## src/hdl/msfm_pkg.sv

```systemverilog
`default_nettype none
package msfm_pkg;

	// Configuration register indexes
	localparam int CFG_IDX_W = 1;
	localparam logic [CFG_IDX_W-1:0] CFG_FILL_VALUE = 1'b0;
	localparam logic [CFG_IDX_W-1:0] CFG_ROW_STRIDE = 1'b1;

	// Field widths
	localparam int STRIDE_W = 6;
	localparam int ADDR_W   = 13;
	localparam int CNT_W    = 6;
	localparam int MAX_WRITES = 32;
	localparam logic [STRIDE_W-1:0] STRIDE_RESET = 6'd32;

	// Controller to datapath commands
	typedef struct packed {
		logic load;   // capture the span at the input handshake
		logic calc;   // compute start address, count and masks
		logic step;   // advance to the next byte write
	} msfm_cmd_t;

	// Datapath to controller status
	typedef struct packed {
		logic empty;  // span produces no writes
		logic last;   // current write is the final one
	} msfm_sts_t;

endpackage
`default_nettype wire

```

## src/hdl/msfm_ctrl.sv

```systemverilog
`default_nettype none
module msfm_ctrl
	import msfm_pkg::*;
(
	input  wire logic      clk,
	input  wire logic      arst_n,
	input  wire logic      s_tvalid,
	output logic           s_tready,
	output logic           m_tvalid,
	input  wire logic      m_tready,
	input  wire msfm_sts_t sts,
	output msfm_cmd_t      cmd
);

	typedef enum logic [2:0] {
		ST_IDLE = 3'b001,
		ST_CALC = 3'b010,
		ST_EMIT = 3'b100
	} state_t;

	state_t state_q, state_nxt;

	// Next state and commands
	always_comb begin
		state_nxt = state_q;
		cmd       = '0;
		s_tready  = 1'b0;
		m_tvalid  = 1'b0;
		case (state_q)
			ST_IDLE: begin
				s_tready = 1'b1;
				if (s_tvalid) begin
					cmd.load  = 1'b1;
					state_nxt = ST_CALC;
				end
			end
			ST_CALC: begin
				cmd.calc  = 1'b1;
				state_nxt = sts.empty ? ST_IDLE : ST_EMIT;
			end
			ST_EMIT: begin
				m_tvalid = 1'b1;
				if (m_tready) begin
					cmd.step = 1'b1;
					if (sts.last) begin
						state_nxt = ST_IDLE;
					end
				end
			end
			default: begin
				state_nxt = ST_IDLE;
			end
		endcase
	end

	always_ff @(posedge clk or negedge arst_n) begin
		if (!arst_n) begin
			state_q <= ST_IDLE;
		end else begin
			state_q <= state_nxt;
		end
	end

endmodule
`default_nettype wire

```

## src/hdl/msfm_dpath.sv

```systemverilog
`default_nettype none
module msfm_dpath
	import msfm_pkg::*;
#(
	parameter int MAX_ROW_BYTES = 32,
	parameter int NUM_ROWS      = 256
) (
	input  wire logic                clk,
	input  wire logic                arst_n,
	input  wire msfm_cmd_t           cmd,
	output msfm_sts_t                sts,
	input  wire logic [7:0]          span_x,
	input  wire logic [7:0]          span_y,
	input  wire logic [8:0]          span_len,
	input  wire logic [STRIDE_W-1:0] row_stride,
	output logic [ADDR_W-1:0]        byte_addr,
	output logic [7:0]               bit_mask,
	output logic                     last_write
);

	logic [7:0]          x_q, y_q;
	logic [8:0]          len_q;
	logic [STRIDE_W-1:0] stride_eff;
	logic [8:0]          row_px;
	logic [9:0]          end_sum, end_clip, end_m1;
	logic [4:0]          first_col;
	logic [5:0]          last_col;
	logic [6:0]          nbytes;
	logic                capped;
	logic [13:0]         row_base;
	logic [ADDR_W-1:0]   addr_start;
	logic [7:0]          lmask, rmask;
	logic                row_oob;

	logic [ADDR_W-1:0]   addr_q;
	logic [CNT_W-1:0]    cnt_q;
	logic                first_q;
	logic [7:0]          lmask_q, rmask_q;

	// Capture the span
	always_ff @(posedge clk) begin
		if (cmd.load) begin
			x_q   <= span_x;
			y_q   <= span_y;
			len_q <= span_len;
		end
	end

	// Clip stride and span, find byte range and edge masks
	always_comb begin
		stride_eff = (32'(row_stride) > MAX_ROW_BYTES) ? STRIDE_W'(MAX_ROW_BYTES) : row_stride;
		row_px     = {stride_eff, 3'b000};
		end_sum    = {2'b00, x_q} + {1'b0, len_q};
		end_clip   = (end_sum > {1'b0, row_px}) ? {1'b0, row_px} : end_sum;
		end_m1     = end_clip - 10'd1;
		first_col  = x_q[7:3];
		last_col   = end_m1[8:3];
		nbytes     = {1'b0, last_col} - {2'b00, first_col} + 7'd1;
		capped     = nbytes > 7'(MAX_WRITES);
		row_base   = 14'(y_q) * 14'(stride_eff);
		addr_start = ADDR_W'(row_base + 14'(first_col));
		lmask      = 8'hFF << x_q[2:0];
		rmask      = 8'hFF >> (3'd7 - end_m1[2:0]);
		row_oob    = 32'(y_q) >= NUM_ROWS;
		sts.empty  = (len_q == 9'd0) || row_oob || ({1'b0, x_q} >= row_px);
		sts.last   = last_write;
	end

	// Write counter and first-write flag
	always_ff @(posedge clk or negedge arst_n) begin
		if (!arst_n) begin
			cnt_q   <= '0;
			first_q <= 1'b0;
		end else if (cmd.calc) begin
			cnt_q   <= capped ? CNT_W'(MAX_WRITES) : CNT_W'(nbytes);
			first_q <= 1'b1;
		end else if (cmd.step) begin
			cnt_q   <= cnt_q - CNT_W'(1);
			first_q <= 1'b0;
		end
	end

	// Address and masks; a capped span keeps a full mask on its final write
	always_ff @(posedge clk) begin
		if (cmd.calc) begin
			addr_q  <= addr_start;
			lmask_q <= lmask;
			rmask_q <= capped ? 8'hFF : rmask;
		end else if (cmd.step) begin
			addr_q  <= addr_q + ADDR_W'(1);
		end
	end

	assign last_write = (cnt_q == CNT_W'(1));
	assign byte_addr  = addr_q;
	assign bit_mask   = (first_q ? lmask_q : 8'hFF) & (last_write ? rmask_q : 8'hFF);

endmodule
`default_nettype wire

```

## src/hdl/mono_span_fill_mask_gen_core.sv

```systemverilog
// Horizontal span fill for a 1-bit-per-pixel bitmap, pixels packed LSB first.
// Input channel (s_*): one item per span: column, row and length in pixels.
// Output channel (m_*): one item per touched byte, left to right: byte address,
// bit mask to modify, set/clear flag in tuser, and tlast on the span's final write.
// Configuration: write cfg_we with cfg_idx 0 for the fill value (1 sets, 0 clears)
// or cfg_idx 1 for the row stride in bytes; write only while the block is idle.
// A span is captured when accepted; the setup state computes its start address,
// write count and masks, and the emit state then presents the writes. A span
// that produces no writes returns to idle from setup. The setup state computes
// the row base with one small multiply; writes then leave the address counter
// at one per cycle unless stalled. At most 32 writes are given per span.
// When the receiver stalls, the current write holds and the block waits; a new
// span is taken only after the final write of the previous one is accepted.
// Reset returns the controller to idle, fill value to 0 and row stride to 32;
// no clearing pass is needed.
`default_nettype none
module mono_span_fill_mask_gen_core
	import msfm_pkg::*;
#(
	parameter int MAX_ROW_BYTES = 32,
	parameter int NUM_ROWS      = 256
) (
	input  wire logic                 clk,
	input  wire logic                 arst_n,
	input  wire logic                 s_tvalid,
	output logic                      s_tready,
	input  wire logic [31:0]          s_tdata,   // span_x[7:0], span_y[15:8], span_len[24:16]
	output logic                      m_tvalid,
	input  wire logic                 m_tready,
	output logic [23:0]               m_tdata,   // byte_addr[12:0], bit_mask[20:13]
	output logic                      m_tuser,   // set_bits
	output logic                      m_tlast,   // last_write
	input  wire logic                 cfg_we,
	input  wire logic [CFG_IDX_W-1:0] cfg_idx,
	input  wire logic [STRIDE_W-1:0]  cfg_wdata
);

	msfm_cmd_t           cmd;
	msfm_sts_t           sts;
	logic                fill_q;
	logic [STRIDE_W-1:0] stride_q;
	logic [ADDR_W-1:0]   byte_addr;
	logic [7:0]          bit_mask;

	// Configuration registers
	always_ff @(posedge clk or negedge arst_n) begin
		if (!arst_n) begin
			fill_q   <= 1'b0;
			stride_q <= STRIDE_RESET;
		end else if (cfg_we) begin
			case (cfg_idx)
				CFG_FILL_VALUE: fill_q   <= cfg_wdata[0];
				CFG_ROW_STRIDE: stride_q <= cfg_wdata;
				default: ;
			endcase
		end
	end

	msfm_ctrl u_ctrl (
		.clk      (clk),
		.arst_n   (arst_n),
		.s_tvalid (s_tvalid),
		.s_tready (s_tready),
		.m_tvalid (m_tvalid),
		.m_tready (m_tready),
		.sts      (sts),
		.cmd      (cmd)
	);

	msfm_dpath #(
		.MAX_ROW_BYTES (MAX_ROW_BYTES),
		.NUM_ROWS      (NUM_ROWS)
	) u_dpath (
		.clk        (clk),
		.arst_n     (arst_n),
		.cmd        (cmd),
		.sts        (sts),
		.span_x     (s_tdata[7:0]),
		.span_y     (s_tdata[15:8]),
		.span_len   (s_tdata[24:16]),
		.row_stride (stride_q),
		.byte_addr  (byte_addr),
		.bit_mask   (bit_mask),
		.last_write (m_tlast)
	);

	assign m_tdata = {3'b000, bit_mask, byte_addr};
	assign m_tuser = fill_q;

	// Input is never taken while a write is pending
	a_no_overlap: assert property (@(posedge clk) disable iff (!arst_n)
		!(s_tready && m_tvalid))
		else $error("span accepted while a byte write is pending");

	// Final write ends the span's output
	a_last_ends: assert property (@(posedge clk) disable iff (!arst_n)
		(m_tvalid && m_tready && m_tlast) |=> !m_tvalid)
		else $error("output continues after final write");

	// A non-final write is followed by the next byte address
	a_addr_step: assert property (@(posedge clk) disable iff (!arst_n)
		(m_tvalid && m_tready && !m_tlast) |=>
			(m_tvalid && (m_tdata[12:0] == $past(m_tdata[12:0]) + 13'd1)))
		else $error("byte address did not advance by one");

endmodule
`default_nettype wire
```

## config.mk

```make
export PLATFORM = sky130hd
export DESIGN_NAME = mono_span_fill_mask_gen_core
export DESIGN_NICKNAME = d
export VERILOG_FILES = /design/src/hdl/msfm_pkg.sv /design/src/hdl/msfm_ctrl.sv /design/src/hdl/msfm_dpath.sv /design/src/hdl/mono_span_fill_mask_gen_core.sv
export SDC_FILE = /design/constraint.sdc
export NUM_CORES = 1
export LEC_CHECK = 0
export BUFFER_PORTS_ARGS = -buffer_cell sky130_fd_sc_hd__buf_2
export CORE_MARGIN = 2
export CORE_UTILIZATION = 54
export CTS_CLUSTER_SIZE = 24
export DETAILED_ROUTE_END_ITERATION = 10
export PLACE_DENSITY = 0.86
export SLEW_MARGIN = 5
export SYNTH_ARGS = -nofsm -noshare
export SYNTH_HDL_FRONTEND = slang
export SYNTH_SLANG_ARGS = --single-unit
```

## constraint.sdc

```tcl
create_clock -name clk -period 6.6 [get_ports clk]
set_input_delay 1.32 -clock clk [delete_from_list [all_inputs] [get_ports clk]]
set_output_delay 1.32 -clock clk [all_outputs]
set_load 0.02 [all_outputs]
```

==> impl_results.md <==
* Post-synthesis mux area share at 1.87%
* Hold Path Class: reg -> reg
* Share of cells above drive strength 1 at 18.9%
* Synth Area in Compound Gates at 12.2%
* TritonCTS clock tree: done
* Least-Margin Pin Slew at 1.11 ns
* Clk slew on worst S/H paths at 0.09 ns
* Initial Util at 54.8%
* R2r startpoint: u_dpath.x_q[0]
* Initial antenna violation count at 0
* Final period util at 96.9%
* Final setup viols at 0
* DRC violations left at 0
* Most frequent cells in the layout: nand2_1, inv_1, ha_1
* Power share of the combinational group at 70.7%
* Met3 routed WL at 812 µm
* Critical path's largest stage delay at 0.52 ns
* Outcome: complete, no violations
* Ys flop type: edfxtp_1
* All-layer global routing usage at 22.4%
* Final GP Congestion at 0.856
* IO Port Bufs at 61
* Internal power at 1.84 mW
* Num ports at 72
* # nets final at 820
* Clock root cell: clkbuf_8
* Final Hold Viols at 0
* Min-delay src: stride_q[0]
* Clock skew at 0.0105 ns
* Clock power share at 9.1%
* Final slew viol count at 0
* Hold path endpoint: stride_q[0]
* Total grt overflow at 0
* Worst Path Required at 6.87 ns
* Crit-path leading delay family: compound AO/OA/AOI/OAI gates
* # diodes at 0
* Peak Freq at 0.156 GHz
* Sequential element share of the synthesized area at 33.8%
* CP Capture Type: register
* Via count at 4616
* DR pass1 iterations at 5
* Post-synth EDFFs at 52
* Synth Register Bits at 69
* Worst-path maximum fanout at 5
* Setup slack, reg-to-reg at 0.21 ns
* Crit-path slowest cell: or4_4
* Vias in the first global route at 4485
* Total CTS buffers at 9
* M1 WL at 5630 µm
* Synth async-reset ratio at 24.6%
* Max-Cap Viols at 0
* Clk buf depth at 2
* Synth Instances at 608
* CP Depth at 27
* R2r endpoint: u_dpath.cnt_q[0]
* Largest family of logic cells by synthesized area: adder cells
* Area of the mapped netlist at 5890 µm²
* Flop pwr share at 20.2%
* Sw Share at 49.0%
* Pin count of the biggest net entering global routing at 36
* Die Y at 108 µm
* Tmin final at 6.39 ns
* Fraction of the mapped netlist area in simple logic gates at 16.7%
* Area grow syn2layout at 13.4%
* Cell leakage power at 3.00 nW
* Worst IR drop on VDD at 0.421 mV
* Switch Pwr at 1.76 mW
* Met2 Wirelength at 6040 µm
* Total power per unit cell area at 539 nW/µm²
* Setup_tns at 0 ns
* Worst EP arrival at 6.66 ns
* Post-Synth Adder-Cell Area at 23.5%
* Min Hold Slack at 0.502 ns
* Mapped Avg Cell Area at 9.68 µm²
* Post-DRT Antenna Nets at 0
* Clk Latency, worst-skew pair at 0.38 ns
* Yosys warns at 0
* Worst r2r path cells at 27
* Num rows at 38
* Die Wd at 108 µm
* XOR/XNOR Fraction of Synth Area at 6.10%
* WP buf/inv at 1
* First-pass GRT wire length at 20700 µm
* Top routing layer used: met4
* Depth of the worst hold-timing path at 1
* CTS HTree Levels at 3
* Post-Route WL at 12800 µm
* CTS sink count at 69
* Setup Crit Path Kind: reg -> reg
* Nature of the critical path startpoint: register
* Yosys cell types at 65
* Overall power at 3.60 mW
* Detailed placement HPWL at 9580 µm
* DR WL/cell at 15.5 µm
* Rel. slew slack at 25.7%
* Detailed-route vias per instance at 5.58
* Die area at 11800 µm²
* Most common cell after layout, fill and taps aside: nand2_1
* Initial drt markers at 362
* Area of the core at 10700 µm²
==> metrics by stage <==
step / utilization (%) / cell area (µm²) / std cells / worst slack, ns
after floorplan: - / 5890 / 610 / 0.349
after global placement: 59.0 / 6340 / 799 / 0.229
after detailed placement: 59.0 / 6340 / 799 / 0.0292
after CTS: 60.7 / 6530 / 815 / 0.102
after global routing: 62.1 / 6680 / 827 / -0.0846
final: 62.1 / 6680 / 827 / 0.207
==> cells in the mapped netlist (3+ instances only) <==
cell,count,area [µm²]
or2_2,5,31.3
a31o_1,3,26.3
xnor2_1,24,210
and3_1,4,25.0
dfrtp_1,15,375
o21bai_1,5,37.5
fa_1,28,561
edfxtp_1,52,1560
inv_1,67,251
o21ai_0,27,135
nand3_1,17,85.1
nor3_1,12,60.1
buf_4,3,22.5
nand4_1,3,18.8
a211oi_1,4,30.0
nor2_1,42,158
clkbuf_1,15,56.3
nand2b_1,5,31.3
nor4_1,5,31.3
nor3b_1,5,37.5
nand2_1,69,259
xor2_1,17,149
o21a_1,10,75.1
nor2b_1,8,50.1
mux2_2,8,90.1
a21o_1,4,30.0
a21oi_1,24,120
and2_1,15,93.8
ha_1,66,826
==> power by group through the flow <==
stage / clock (mW) / sequential, mW / combinational [mW]
final: 0.329 / 0.727 / 2.54
after global routing: 0.348 / 0.741 / 2.84
after floorplan: 0 / 0.719 / 1.78
after detailed placement: 0 / 0.736 / 2.28
after global placement: 0 / 0.729 / 2.15
after CTS: 0.332 / 0.727 / 2.32
==> flip-flops by register name, summed over array words and instances (netlist names), 3 cells and up <==
signal and flops:
u_dpath.byte_addr 13, u_dpath.len_q 9, u_dpath.lmask_q 7, u_ctrl.state_q 3, u_dpath.rmask_q 7, u_dpath.y_q 8, stride_q 6, u_dpath.cnt_q 6
u_dpath.x_q 8
==> logic make-up (layout without fill, tap and decap cells) <==
kind of cell	after synthesis	in the layout
mux	10	10
compound gates	105	105
buf+inv	86	162
xor+xnor	41	41
other cells	1	3
simple gates	202	203
fa+ha+maj	94	94
flops	69	69
==> worst reg2reg max path: stages, from the launching register on <==
cell and delay [ns]:
edfxtp_1 0.48, ha_4 0.21, inv_1 0.10, fa_2 0.28
nor2b_4 0.06, o31a_4 0.31, o21ai_0 0.17, a21oi_1 0.10
xor2_1 0.19, ha_1 0.22, a2111o_1 0.41, o22a_1 0.25
o31ai_4 0.08, a21oi_2 0.10, or3_1 0.37, or4_4 0.52
o21ai_0 0.11, xnor2_1 0.12, ha_1 0.36, ha_1 0.31
a21o_1 0.19, a21oi_2 0.17, o21bai_1 0.10, a21oi_2 0.20
nor3b_2 0.19, mux2i_1 0.14, and3_2 0.29, a31o_2 0.25
==> routing by layer <==
metal  vias to the layer above  GRT usage (%)
met1                      2181           30.1
met3                        24           3.19
met4                         0           9.62
met2                       174           36.2
li1                       2237              -
met5                         -              0
==> what timing repair did <==
item | in CTS | in global routing
gates cloned | 0 | 1
resized for setup | 1 | 13
buffers inserted | 0 | 11
pin swaps | 0 | 6
endpoints found under the setup margin | 3 | 13
hold buffers | 0 | 0
==> worst max-delay path by stage <==
stage,startpoint,endpoint
CTS,u_dpath.x_q[0],u_dpath.rmask_q[7]
global route,u_dpath.x_q[0],u_dpath.rmask_q[5]
global placement,u_dpath.x_q[0],u_dpath.rmask_q[7]
finish,u_dpath.x_q[0],u_dpath.cnt_q[0]
floorplan,u_dpath.x_q[0],u_dpath.rmask_q[5]
detailed placement,u_dpath.x_q[0],u_dpath.rmask_q[7]
==> layout make-up <==
| type | count | area [µm²] |
|---|---|---|
| fillers | 872 | 4070 |
| multi-input cells | 456 | 3640 |
| flip-flops and latches | 69 | 1990 |
| repair buffers | 79 | 440 |
| inverters | 67 | 251 |
| well taps | 140 | 175 |
| clock buffers | 9 | 124 |
| clock inverters | 7 | 58.8 |
No activity file was read; power rests on OpenSTA's default activity.
